### src/design/gzip_member_deframer_core_assert.svh
// ----------------------------------------------------------------------------
// gzip member deframer assertion macros
// shared concurrent assertion forms, clocked on clk, quiet while arst_n is low
// ----------------------------------------------------------------------------
`ifndef GZIP_MEMBER_DEFRAMER_CORE_ASSERT_SVH
`define GZIP_MEMBER_DEFRAMER_CORE_ASSERT_SVH

// condition holds at every edge
`define GMD_ASSERT_ALWAYS(lbl, cond, msg) \
	lbl: assert property (@(posedge clk) disable iff (!arst_n) (cond)) else $error(msg);

// same-cycle implication
`define GMD_ASSERT_IMPL(lbl, ante, cons, msg) \
	lbl: assert property (@(posedge clk) disable iff (!arst_n) (ante) |-> (cons)) \
		else $error(msg);

// next-cycle implication
`define GMD_ASSERT_NEXT(lbl, ante, cons, msg) \
	lbl: assert property (@(posedge clk) disable iff (!arst_n) (ante) |=> (cons)) \
		else $error(msg);

`endif

### src/design/gmd_pkg.sv
// ----------------------------------------------------------------------------
// gmd_pkg
// types, constants and helpers shared by the gzip member deframer
// ----------------------------------------------------------------------------
package gmd_pkg;

	localparam logic [7:0] MAGIC_A        = 8'h1F;
	localparam logic [7:0] MAGIC_B        = 8'h8B;
	localparam logic [7:0] METHOD_DEFLATE = 8'h08;

	// header flag byte positions
	localparam int FL_HCRC_BIT    = 1;
	localparam int FL_EXTRA_BIT   = 2;
	localparam int FL_NAME_BIT    = 3;
	localparam int FL_COMMENT_BIT = 4;

	// positions in the stored flag vector
	localparam int FB_HCRC    = 0;
	localparam int FB_EXTRA   = 1;
	localparam int FB_NAME    = 2;
	localparam int FB_COMMENT = 3;

	localparam logic [4:0]  MIN_MEMBER    = 5'd18;
	localparam int          TRAILER_DEPTH = 8;
	localparam logic [3:0]  TRAILER_FULL  = 4'd8;
	localparam logic [15:0] FIXED_LEN     = 16'd6;
	localparam logic [15:0] HCRC_LEN      = 16'd2;

	localparam int FIFO_DEPTH = 4;
	localparam int TDATA_W    = 80;

	localparam logic [2:0] ST_OK        = 3'd0;
	localparam logic [2:0] ST_SHORT     = 3'd1;
	localparam logic [2:0] ST_BAD_MAGIC = 3'd2;
	localparam logic [2:0] ST_TRUNC     = 3'd3;
	localparam logic [2:0] ST_EMPTY     = 3'd4;

	// where to resume the search for the next enabled header section
	localparam logic [1:0] ENTER_EXTRA   = 2'd0;
	localparam logic [1:0] ENTER_NAME    = 2'd1;
	localparam logic [1:0] ENTER_COMMENT = 2'd2;
	localparam logic [1:0] ENTER_HCRC    = 2'd3;

	typedef enum logic [12:0] {
		PH_MAGIC_A = 13'b0_0000_0000_0001,
		PH_MAGIC_B = 13'b0_0000_0000_0010,
		PH_METHOD  = 13'b0_0000_0000_0100,
		PH_FLAGS   = 13'b0_0000_0000_1000,
		PH_FIXED   = 13'b0_0000_0001_0000,
		PH_XLEN_LO = 13'b0_0000_0010_0000,
		PH_XLEN_HI = 13'b0_0000_0100_0000,
		PH_XDATA   = 13'b0_0000_1000_0000,
		PH_NAME    = 13'b0_0001_0000_0000,
		PH_COMMENT = 13'b0_0010_0000_0000,
		PH_HCRC    = 13'b0_0100_0000_0000,
		PH_PAYLOAD = 13'b0_1000_0000_0000,
		PH_DEAD    = 13'b1_0000_0000_0000
	} phase_t;

	typedef struct packed {
		logic [31:0] trailer_size;
		logic [31:0] trailer_crc;
		logic [2:0]  status;
		logic        is_report;
		logic [7:0]  out_byte;
	} result_t;

	function automatic phase_t enter_from(input logic [1:0] lvl, input logic [3:0] fl);
		phase_t ph;
		if (lvl <= ENTER_EXTRA && fl[FB_EXTRA]) begin
			ph = PH_XLEN_LO;
		end else if (lvl <= ENTER_NAME && fl[FB_NAME]) begin
			ph = PH_NAME;
		end else if (lvl <= ENTER_COMMENT && fl[FB_COMMENT]) begin
			ph = PH_COMMENT;
		end else if (fl[FB_HCRC]) begin
			ph = PH_HCRC;
		end else begin
			ph = PH_PAYLOAD;
		end
		return ph;
	endfunction

endpackage

### src/design/gmd_parser.sv
// ----------------------------------------------------------------------------
// gmd_parser
// header walk, trailer delay line and end-of-member status for one byte
// ----------------------------------------------------------------------------
module gmd_parser (
	input  logic              clk,
	input  logic              arst_n,
	input  logic              fire,
	input  logic [7:0]        data_byte,
	input  logic              final_byte,
	output logic              pay_valid,
	output gmd_pkg::result_t  pay_res,
	output logic              rep_valid,
	output gmd_pkg::result_t  rep_res
);
	import gmd_pkg::*;

	phase_t      phase_q, phase_n;
	logic [15:0] skip_q, skip_n, skip_dec, xlen;
	logic [3:0]  flags_q, flags_n;
	logic [3:0]  fill_q, fill_n;
	logic [4:0]  total_q, total_n;
	logic        bad_q, bad_n;
	logic        seen_q, seen_n;
	logic [7:0]  line_q [TRAILER_DEPTH];
	logic [7:0]  line_n [TRAILER_DEPTH];
	logic        enter;
	logic [1:0]  enter_lvl;
	logic [2:0]  st;

	always_comb begin
		phase_n   = phase_q;
		skip_n    = skip_q;
		flags_n   = flags_q;
		fill_n    = fill_q;
		seen_n    = seen_q;
		bad_n     = bad_q;
		line_n    = line_q;
		enter     = 1'b0;
		enter_lvl = ENTER_EXTRA;
		pay_valid = 1'b0;
		skip_dec  = skip_q - 16'd1;
		xlen      = {data_byte, skip_q[7:0]};
		total_n   = (total_q < MIN_MEMBER) ? total_q + 5'd1 : total_q;

		if (phase_q == PH_PAYLOAD) begin
			if (fill_q < TRAILER_FULL) begin
				line_n[fill_q[2:0]] = data_byte;
				fill_n = fill_q + 4'd1;
			end else begin
				pay_valid = 1'b1;
				for (int i = 0; i < TRAILER_DEPTH - 1; i++) begin
					line_n[i] = line_q[i+1];
				end
				line_n[TRAILER_DEPTH-1] = data_byte;
				seen_n = 1'b1;
			end
		end else begin
			case (phase_q)
				PH_MAGIC_A: begin
					if (data_byte == MAGIC_A) phase_n = PH_MAGIC_B;
					else begin bad_n = 1'b1; phase_n = PH_DEAD; end
				end
				PH_MAGIC_B: begin
					if (data_byte == MAGIC_B) phase_n = PH_METHOD;
					else begin bad_n = 1'b1; phase_n = PH_DEAD; end
				end
				PH_METHOD: begin
					if (data_byte == METHOD_DEFLATE) phase_n = PH_FLAGS;
					else begin bad_n = 1'b1; phase_n = PH_DEAD; end
				end
				PH_FLAGS: begin
					flags_n = {data_byte[FL_COMMENT_BIT], data_byte[FL_NAME_BIT],
						data_byte[FL_EXTRA_BIT], data_byte[FL_HCRC_BIT]};
					skip_n  = FIXED_LEN;
					phase_n = PH_FIXED;
				end
				PH_FIXED: begin
					skip_n    = skip_dec;
					enter     = (skip_dec == 16'd0);
					enter_lvl = ENTER_EXTRA;
				end
				PH_XLEN_LO: begin
					skip_n  = {8'd0, data_byte};
					phase_n = PH_XLEN_HI;
				end
				PH_XLEN_HI: begin
					skip_n    = xlen;
					enter     = (xlen == 16'd0);
					enter_lvl = ENTER_NAME;
					if (xlen != 16'd0) phase_n = PH_XDATA;
				end
				PH_XDATA: begin
					skip_n    = skip_dec;
					enter     = (skip_dec == 16'd0);
					enter_lvl = ENTER_NAME;
				end
				PH_NAME: begin
					enter     = (data_byte == 8'd0);
					enter_lvl = ENTER_COMMENT;
				end
				PH_COMMENT: begin
					enter     = (data_byte == 8'd0);
					enter_lvl = ENTER_HCRC;
				end
				PH_HCRC: begin
					skip_n = skip_dec;
					if (skip_dec == 16'd0) phase_n = PH_PAYLOAD;
				end
				default: begin
				end
			endcase
			if (enter) begin
				phase_n = enter_from(enter_lvl, flags_q);
				if (phase_n == PH_HCRC) skip_n = HCRC_LEN;
			end
		end

		// status priority on the final byte
		if (total_n < MIN_MEMBER) st = ST_SHORT;
		else if (bad_n) st = ST_BAD_MAGIC;
		else if (phase_n != PH_PAYLOAD || fill_n < TRAILER_FULL) st = ST_TRUNC;
		else if (!seen_n) st = ST_EMPTY;
		else st = ST_OK;

		pay_res              = '0;
		pay_res.out_byte     = line_q[0];
		rep_valid            = final_byte;
		rep_res              = '0;
		rep_res.is_report    = 1'b1;
		rep_res.status       = st;
		if (st == ST_OK || st == ST_EMPTY) begin
			rep_res.trailer_crc  = {line_n[3], line_n[2], line_n[1], line_n[0]};
			rep_res.trailer_size = {line_n[7], line_n[6], line_n[5], line_n[4]};
		end

		// member done, next byte starts a new one
		if (final_byte) begin
			phase_n = PH_MAGIC_A;
			skip_n  = '0;
			flags_n = '0;
			fill_n  = '0;
			total_n = '0;
			bad_n   = 1'b0;
			seen_n  = 1'b0;
		end
	end

	always_ff @(posedge clk or negedge arst_n) begin
		if (!arst_n) begin
			phase_q <= PH_MAGIC_A;
			skip_q  <= '0;
			flags_q <= '0;
			fill_q  <= '0;
			total_q <= '0;
			bad_q   <= 1'b0;
			seen_q  <= 1'b0;
		end else if (fire) begin
			phase_q <= phase_n;
			skip_q  <= skip_n;
			flags_q <= flags_n;
			fill_q  <= fill_n;
			total_q <= total_n;
			bad_q   <= bad_n;
			seen_q  <= seen_n;
		end
	end

	always_ff @(posedge clk) begin
		if (fire) begin
			line_q <= line_n;
		end
	end

endmodule

### src/design/gmd_out_fifo.sv
// ----------------------------------------------------------------------------
// gmd_out_fifo
// result queue taking up to two results per cycle and giving one while out_ready is high
// ----------------------------------------------------------------------------
module gmd_out_fifo #(
	parameter int DEPTH = gmd_pkg::FIFO_DEPTH,
	parameter int LVL_W = $clog2(DEPTH + 1)
) (
	input  logic              clk,
	input  logic              arst_n,
	input  logic              push_a,
	input  gmd_pkg::result_t  din_a,
	input  logic              push_b,
	input  gmd_pkg::result_t  din_b,
	output logic              room2,
	output logic [LVL_W-1:0]  level,
	output logic              out_valid,
	input  logic              out_ready,
	output gmd_pkg::result_t  dout
);
	import gmd_pkg::*;

	localparam int PTR_W = (DEPTH > 1) ? $clog2(DEPTH) : 1;

	result_t            mem_q [DEPTH];
	logic [PTR_W-1:0]   wr_ptr_q, rd_ptr_q, wr_ptr_b, wr_next;
	logic [LVL_W-1:0]   level_q, n_push;
	logic               pop;

	function automatic logic [PTR_W-1:0] ptr_inc(input logic [PTR_W-1:0] p);
		return (p == PTR_W'(DEPTH - 1)) ? '0 : p + PTR_W'(1);
	endfunction

	assign pop       = out_valid && out_ready;
	assign n_push    = LVL_W'(push_a) + LVL_W'(push_b);
	assign wr_ptr_b  = push_a ? ptr_inc(wr_ptr_q) : wr_ptr_q;
	assign wr_next   = push_b ? ptr_inc(wr_ptr_b) : wr_ptr_b;
	assign out_valid = (level_q != '0);
	assign dout      = mem_q[rd_ptr_q];
	assign level     = level_q;
	assign room2     = (level_q <= LVL_W'(DEPTH - 2));

	always_ff @(posedge clk or negedge arst_n) begin
		if (!arst_n) begin
			wr_ptr_q <= '0;
			rd_ptr_q <= '0;
			level_q  <= '0;
		end else begin
			wr_ptr_q <= wr_next;
			if (pop) rd_ptr_q <= ptr_inc(rd_ptr_q);
			level_q <= level_q + n_push - LVL_W'(pop);
		end
	end

	always_ff @(posedge clk) begin
		if (push_a) mem_q[wr_ptr_q] <= din_a;
		if (push_b) mem_q[wr_ptr_b] <= din_b;
	end

endmodule

### src/design/gzip_member_deframer_core.sv
// a byte transfer is registered, then parsed into the result queue once that queue has
// room for two results; throughput: one byte per cycle while the queue has that room;
// the final byte may add a second result (the report), drained one per cycle while
// m_axis_tready is high from a four-entry queue that holds back input when nearly full
// reset: arst_n clears the header walk, counters and queue; the delay line is not cleared
// ----------------------------------------------------------------------------
// gzip_member_deframer_core
// gzip member header/trailer deframer with payload passthrough and status report
// ----------------------------------------------------------------------------
`include "gzip_member_deframer_core_assert.svh"

module gzip_member_deframer_core #(
	parameter int FIFO_DEPTH = gmd_pkg::FIFO_DEPTH
) (
	input  logic                        clk,
	input  logic                        arst_n,
	input  logic                        s_axis_tvalid,
	output logic                        s_axis_tready,
	input  logic [7:0]                  s_axis_tdata,   // [7:0] data_byte
	input  logic                        s_axis_tlast,   // final_byte
	output logic                        m_axis_tvalid,
	input  logic                        m_axis_tready,
	// [7:0] out_byte, [10:8] status, [42:11] trailer_crc, [74:43] trailer_size, rest zero
	output logic [gmd_pkg::TDATA_W-1:0] m_axis_tdata,
	output logic                        m_axis_tlast    // is_report
);
	import gmd_pkg::*;

	localparam int LVL_W = $clog2(FIFO_DEPTH + 1);

	logic             in_valid_s1;
	logic [7:0]       in_byte_s1;
	logic             in_last_s1;
	logic             proc_fire;
	logic             pay_valid, rep_valid, room2;
	result_t          pay_res, rep_res, q_out;
	logic [LVL_W-1:0] q_level;

	assign proc_fire     = in_valid_s1 && room2;
	assign s_axis_tready = !in_valid_s1 || proc_fire;

	always_ff @(posedge clk or negedge arst_n) begin
		if (!arst_n) begin
			in_valid_s1 <= 1'b0;
		end else if (s_axis_tready) begin
			in_valid_s1 <= s_axis_tvalid;
		end
	end

	always_ff @(posedge clk) begin
		if (s_axis_tready && s_axis_tvalid) begin
			in_byte_s1 <= s_axis_tdata;
			in_last_s1 <= s_axis_tlast;
		end
	end

	gmd_parser u_parser (
		.clk        (clk),
		.arst_n     (arst_n),
		.fire       (proc_fire),
		.data_byte  (in_byte_s1),
		.final_byte (in_last_s1),
		.pay_valid  (pay_valid),
		.pay_res    (pay_res),
		.rep_valid  (rep_valid),
		.rep_res    (rep_res)
	);

	gmd_out_fifo #(
		.DEPTH (FIFO_DEPTH),
		.LVL_W (LVL_W)
	) u_out_fifo (
		.clk       (clk),
		.arst_n    (arst_n),
		.push_a    (proc_fire && pay_valid),
		.din_a     (pay_res),
		.push_b    (proc_fire && rep_valid),
		.din_b     (rep_res),
		.room2     (room2),
		.level     (q_level),
		.out_valid (m_axis_tvalid),
		.out_ready (m_axis_tready),
		.dout      (q_out)
	);

	assign m_axis_tdata = {(TDATA_W - 75)'(0), q_out.trailer_size, q_out.trailer_crc,
		q_out.status, q_out.out_byte};
	assign m_axis_tlast = q_out.is_report;

	`GMD_ASSERT_ALWAYS(a_level_bound, q_level <= LVL_W'(FIFO_DEPTH), "result queue overflow")
	`GMD_ASSERT_IMPL(a_report_no_byte, m_axis_tvalid && m_axis_tlast, m_axis_tdata[7:0] == 8'd0, "report carries a payload byte")
	`GMD_ASSERT_IMPL(a_payload_clean, m_axis_tvalid && !m_axis_tlast, m_axis_tdata[TDATA_W-1:8] == '0, "payload transfer carries status or trailer")
	`GMD_ASSERT_NEXT(a_s1_hold, in_valid_s1 && !proc_fire, in_valid_s1, "held input byte lost")

endmodule

### config.mk
export PLATFORM = sky130hd
export DESIGN_NAME = gzip_member_deframer_core
export DESIGN_NICKNAME = d
export VERILOG_FILES = /design/src/design/gmd_pkg.sv /design/src/design/gmd_parser.sv /design/src/design/gmd_out_fifo.sv /design/src/design/gzip_member_deframer_core.sv
export VERILOG_INCLUDE_DIRS = /design/src /design/src/design
export SDC_FILE = /design/constraint.sdc
export NUM_CORES = 1
export LEC_CHECK = 0
export BUFFER_PORTS_ARGS = -buffer_cell sky130_fd_sc_hd__buf_2
export CORE_MARGIN = 3
export CORE_UTILIZATION = 55
export CTS_BUF_LIST = sky130_fd_sc_hd__clkbuf_8
export DETAILED_ROUTE_END_ITERATION = 6
export PLACE_DENSITY_LB_ADDON = 0.08
export SKIP_CTS_REPAIR_TIMING = 1
export SYNTH_ARGS = -nofsm -noshare
export SYNTH_HDL_FRONTEND = slang
export SYNTH_HIERARCHICAL = 1
export SYNTH_SLANG_ARGS = --single-unit
export TNS_END_PERCENT = 30
### constraint.sdc
create_clock -name clk -period 5.38 [get_ports clk]
set_input_delay 1.076 -clock clk [delete_from_list [all_inputs] [get_ports clk]]
set_output_delay 1.076 -clock clk [all_outputs]
set_load 0.02 [all_outputs]
==> impl_metrics.yaml, run 1 <==
timing:
  setup_tns_ns: 0
  relSlewSlack_pct: 20.2
  min_period_over_period_pct: 81.5
  fin_skew_ns: 0.0164
  setup_viol: 0
  tightest_slew_ns: 1.19
  hold_violations: 0
  slew_violations: 0
  fin_crit_ns: 4.38
  rsz0062_at_grt: "no"
  whs_ns: 0.526
  fmax_mhz: 228
min_path:
  worstHoldStart: "u_parser/flags_q[1]"
  min_to: "u_parser/flags_q[1]"
  hold_path_depth: 1
  hold_class: "reg2reg"
logic_synthesis:
  netlist_area_um2: 23700
  ys_seq_area_share_pct: 53.2
  synth_ff_type: "edfxtp_1"
  synth_mux_area_share_pct: 22.2
  synth_area_per_cell_um2: 14.0
  ys_types: 85
  async_flop_share_pct: 12.1
  synth_top_family_by_area: "multiplexers"
  yosys.area_share.simple_pct: 8.39
  yosys.area.top_type: "edfxtp_1"
  synth-compound-area-share_pct: 8.21
  synth_top_area_share_pct: 47.7
  syn-instance-count: 1701
  yosysWarningCount: 6
  yosys_register_bits: 429
  synth_fa_ha_area_share_pct: 0.959
  synthXorXnorAreaFrac_pct: 0.664
  synthTopCellsByArea: "edfxtp_1 (48%), mux2_2 (15%), mux4_2 (7.2%)"
  synth_edf_count: 377
clock_tree:
  insertion_delay_ns: 0.63
  clock_tree.root_cell: "clkbuf_8"
  cts_max_path_buffers: 3
  clk_pin_slew_worst_paths_ns: 0.06
  cts_tree: "built"
  htreeDepth: 3
  clock-sinks: 429
  numCtsBuffers: 75
final_layout:
  seq_area_um2: 12600
  final_common_cell: "edfxtp_1"
  multi_input_area_um2: 9960
  n_antenna_cell: 0
  nets: 1800
  syn_to_final_growth_pct: 7.53
  mostFrequentLayoutCells: "edfxtp_1 (377), mux2_2 (316), o22ai_1 (107)"
  fill_cells: 3360
  drive_gt1_share_pct: 37.4
global_route:
  grt_max_degree: 77
  gr-usage-met1_pct: 37.7
  met3_usage_pct: 3.66
  met2_usage_pct: 41.2
  grt_pass1_wl_mm: 90.3
  grt_pass1_vias: 15200
  grt_antenna_before_repair: 0
  busiest_layer: "met2"
  grt_usage_pct: 26.0
  gr-total-overflow: 0
detailed_routing:
  via_per_inst: 6.21
  vias: 15000
  drcViolationCount: 0
  drt-total-wl_mm: 58.7
  drt_iter0_markers: 1503
  ant_nets: 0
  drt-wirelength-per-cell_um: 24.4
  drt_pass1_iterations: 5
floorplan:
  core_um2: 42300
  top_level_ports: 96
  rows: 75
  die_width_um: 214
  die_h_um: 214
  start_util_pct: 56.1
  dieArea_um2: 45700
critical_path:
  required_ns: 5.75
  crit_type: "reg2reg"
  cp-start-kind: "flip-flop"
  rr_endpoint: "u_out_fifo/mem_q[2][22]"
  r2r_slack_ns: 1.0
  r2r-start: "u_parser/phase_q[3]"
  crit_path_end_kind: "flip-flop"
  critPathMaxFanout: 40
  cp.arrival_ns: 4.76
  ff2ff_path_depth: 9
pwr:
  power_density_nw_per_um2: 420
  power_leakage_nw: 8.82
  vdd_drop_max_uv: 286
run:
  cap_violations: 0
placement:
  portBuffers: 90
  gp_congestion: 0.938
  dpl.hpwl_mm: 35.7
run_status:
  status: "complete, no violations"
## cells by family after synthesis
family,count (synthesis)
and+or+nand+nor,295
other,3
adders and majority gates,17
AOI/OAI and AO/OA,309
DFF,429
buffers and inverters,238
xor gates and xnor gates,18
muxes,392
## through the flow
step | total power, mW | utilization [%] | area (um2) | setup WS, ns | cells
floorplan | 7.09 | - | 24000 | 0.871 | 1780
global placement | 8.10 | 57.2 | 24200 | 1.11 | 2270
detailed placement | 8.12 | 57.2 | 24200 | 1.06 | 2270
CTS | 10.8 | 60.3 | 25500 | 1.05 | 2406
global route | 11.2 | 60.3 | 25500 | 0.755 | 2406
finish | 10.7 | 60.3 | 25500 | 0.996 | 2406
## power breakdown
part	switching [mW]	internal, mW
clock network	1.35	1.35
logic	2.07	1.43
registers	0.369	4.16
total	3.78	6.93
## worst max-delay path, stage by stage (launching register included)
cell	delay, ns
dfrtp_1	0.55
nor3_1	0.38
nand4b_1	0.25
nor4_1	0.50
and3_1	0.50
mux2_2	0.43
ha_1	0.22
nand2_4	0.53
buf_12	0.35
mux2_2	0.38
## routing by layer
metal / up-vias / wire length (um)
met2: 540 / 27400
met3: 102 / 3540
met4: 0 / 1440
met5: - / 0
met1: 7602 / 26300
li1: 6709 / -
## layout make-up
| class | count | area share, % |
|---|---|---|
| inverters | 25 | 0.368 |
| flip-flops and latches | 429 | 49.5 |
| multi-input cells | 1113 | 39.0 |
| well taps | 577 | 2.83 |
| clock inverters | 58 | 0.970 |
| repair buffers | 126 | 3.12 |
| clock buffers | 78 | 4.21 |
## worst max-delay path by stage
stage                        start  cells past startpoint                       to  slack [ns]
2_1_floorplan  u_parser/phase_q[5]                     13   u_out_fifo/mem_q[0][0]        0.87
3_3_place_gp   u_parser/phase_q[3]                      9  u_out_fifo/mem_q[2][58]        1.11
3_5_place_dp   u_parser/phase_q[3]                      9  u_out_fifo/mem_q[2][74]        1.06
4_1_cts        u_parser/phase_q[3]                      9  u_out_fifo/mem_q[2][49]        1.05
5_1_grt        u_parser/phase_q[3]                      9  u_out_fifo/mem_q[2][23]        0.76
6_report       u_parser/phase_q[3]                      9  u_out_fifo/mem_q[2][22]         1.0
## registers in the layout, indices dropped and copies added, names as in the netlist
signal,flops
in_byte_s1,8
in_last_s1,1
in_valid_s1,1
u_out_fifo/level,3
u_out_fifo/mem_q,304
u_out_fifo/rd_ptr_q,2
u_out_fifo/wr_ptr_q,2
u_parser/bad_q,1
u_parser/fill_q,4
u_parser/flags_q,4
u_parser/line_q,56
u_parser/pay_res,8
u_parser/phase_q,13
u_parser/seen_q,1
u_parser/skip_q,16
u_parser/total_q,5
## cells in the mapped netlist (all sizes together), types with 4 or more instances
library cell and number:
a211oi 4, a21oi 80, a22o 7, a22oi 8, a31oi 6, a32o 4, a32oi 4, and2 4
and3 6, and3b 4, and4 26, buf 154, clkbuf 59, dfrtp 51, edfxtp 377, ha 15
inv 25, mux2 316, mux4 76, nand2 73, nand2b 6, nand3 12, nand4 9, nor2 45
nor3 22, nor3b 44, nor4 19, o21ai 52, o22ai 107, o31ai 10, or3 5, or4 5
xnor2 6, xor2 12
(Power assumes the default switching activity.)
==> run 2: changes to the inputs <==
==> constraint.sdc (replaced) <==
create_clock -name clk -period 3.99 [get_ports clk]
set_input_delay 0.798 -clock clk [delete_from_list [all_inputs] [get_ports clk]]
set_output_delay 0.798 -clock clk [all_outputs]
set_load 0.02 [all_outputs]
==> impl_metrics.yaml, run 2 (same netlist as run 1, synthesis figures left out) <==
run_status:
  status: "complete, no violations"
timing:
  relSlewSlack_pct: 28.8
  min_period_over_period_pct: 93.3
  rsz0062_at_grt: "no"
  fin_ws_ns: 0.269
  tightest_slew_ns: 1.06
  setup_viol: 0
  hold_violations: 0
  fin_skew_ns: 0.0325
  slew_violations: 0
  fin_crit_ns: 3.72
  fmax_mhz: 269
critical_path:
  worst_path_max_delay_cell: "nor4_2"
  critical-path-top-delay-family: "simple AND/OR/NAND/NOR gates"
  crit_path_end_kind: "flip-flop"
  cp_num_buf_inv: 2
  critPathMaxFanout: 33
  crit_path_start: "u_parser/phase_q[2]"
  crit_type: "reg2reg"
  cpPeakStageDelay_ns: 0.50
  required_ns: 4.37
  crit_top_cell: "mux2_2"
  r2r-start: "u_parser/phase_q[2]"
  cp.arrival_ns: 4.10
  path_cells: "nor3_1 -> nand4b_1 -> nor4_2 -> buf_4 -> and3_1 -> mux2_2 -> ha_1 -> nand2_4 -> buf_12 -> mux2_2"
  cp-start-kind: "flip-flop"
detailed_routing:
  vias: 15200
  drcViolationCount: 0
  drt-wirelength-per-cell_um: 24.4
  drt-total-wl_mm: 60.6
  ant_nets: 0
  drt_pass1_iterations: 5
  drt_iter0_markers: 1342
  via_per_inst: 6.13
placement:
  portBuffers: 90
  place_area_um2: 25100
  pre_cts_slack_ns: 0.210
  dpl.hpwl_mm: 39.2
  gp_congestion: 0.883
global_route:
  gr-total-overflow: 0
  grt_pass1_vias: 15500
  grt_max_degree: 68
  grt_pass1_wl_mm: 93.3
  grt_usage_pct: 27.0
  grt_antenna_before_repair: 0
clock_tree:
  htreeDepth: 3
  clock-sinks: 429
  clk_pin_slew_worst_paths_ns: 0.06
  numCtsBuffers: 76
  insertion_delay_ns: 0.66
  clock_tree.root_cell: "clkbuf_8"
  cts_tree: "built"
  cts_max_path_buffers: 3
floorplan:
  rows: 75
  start_util_pct: 56.1
  die_width_um: 214
  top_level_ports: 96
  die_h_um: 214
  core_um2: 42300
  dieArea_um2: 45700
pwr:
  power_density_nw_per_um2: 566
  power_leakage_nw: 9.31
  vdd_drop_max_uv: 688
final_layout:
  reg_top3: "u_out_fifo/mem_q: 304 flops, u_parser/line_q: 56 flops, u_parser/skip_q: 16 flops"
  drive_gt1_share_pct: 40.2
  finish.instance_area_um2: 26500
  largest_register_ffs: 304
  final_common_cell: "edfxtp_1"
  syn_to_final_growth_pct: 11.7
  nets: 1880
  mostFrequentLayoutCells: "edfxtp_1 (377), mux2_2 (316), o22ai_1 (107)"
  largest-register: "u_out_fifo/mem_q"
  n_antenna_cell: 0
min_path:
  worstHoldStart: "s_axis_tdata[6]"
  hold_class: "in2reg"
run:
  cap_violations: 0
[run 2: changes by cell type in the layout (fill, tap and decap cells not counted)]
cell / before / now
nor4_2: 0 / 1
nor4_1: 15 / 14
bufinv_16: 0 / 3
clkinv_2: 7 / 6
clkbuf_8: 78 / 79
buf_4: 30 / 86
o31ai_2: 1 / 0
nor3b_2: 37 / 38
inv_1: 61 / 48
o31ai_1: 9 / 10
buf_12: 6 / 29
nor3b_1: 7 / 6
clkinv_1: 11 / 23
[run 2: cell type report]
class                           instances  area, um2
Fill cell                            3322      15800
Clock buffer                           79       1090
Inverter                               25       93.8
Clock inverter                         59        329
Tap cell                              577        722
Multi-Input combinational cell       1113       9970
Timing Repair Buffer                  205       1680
Sequential cell                       429      12600
[run 2: worst paths after layout]
| kind | endpoint | slack [ns] | cells after the start |
|---|---|---|---|
| worst max register to register | u_out_fifo/mem_q[3][57] | 0.27 | 10 |
| worst max-delay path | u_out_fifo/mem_q[3][57] | 0.27 | 10 |
| max in group asynchronous | u_parser/phase_q[0] | 2.79 | 2 |
| worst min-delay path | in_byte_s1[6] | 0.33 | 1 |
| worst min register to register | u_parser/flags_q[1] | 0.52 | 1 |
| min in group asynchronous | u_out_fifo/wr_ptr_q[0] | 0.35 | 1 |
[run 2: power breakdown]
| part | internal, mW | switching, mW | leakage [nW] |
|---|---|---|---|
| combinational | 2.15 | 3.09 | 4.61 |
| sequential | 5.60 | 0.276 | 3.89 |
| clock | 2.04 | 1.84 | 0.808 |
[run 2: worst register-to-register path: stages (launching register included)]
cell and delay [ns]:
dfrtp_1 0.47, nor3_1 0.32, nand4b_1 0.24, nor4_2 0.50, buf_4 0.20, and3_1 0.30, mux2_2 0.42, ha_1 0.22
nand2_4 0.13, buf_12 0.25, mux2_2 0.42
[run 2: per-layer routing]
layer  up-vias  global-route usage, %  wire (um)
li1       6892                      -          -
met1      7698                   38.5      27000
met2       544                   42.3      28000
met3       109                   4.74       3850
met4         0                   9.41       1720
met5         -                      0          0
[run 2: through the flow]
stage	hold slack [ns]	utilization (%)	power, mW	instances	setup TNS, ns
floorplan	0.466	-	9.55	1780	-77.19
global placement	0.491	59.3	11.2	2349	0
detailed placement	0.500	59.3	11.2	2349	0
CTS	0.281	62.6	15.1	2487	0
global route	0.316	62.6	15.7	2487	0
finish	0.335	62.6	15.0	2487	0
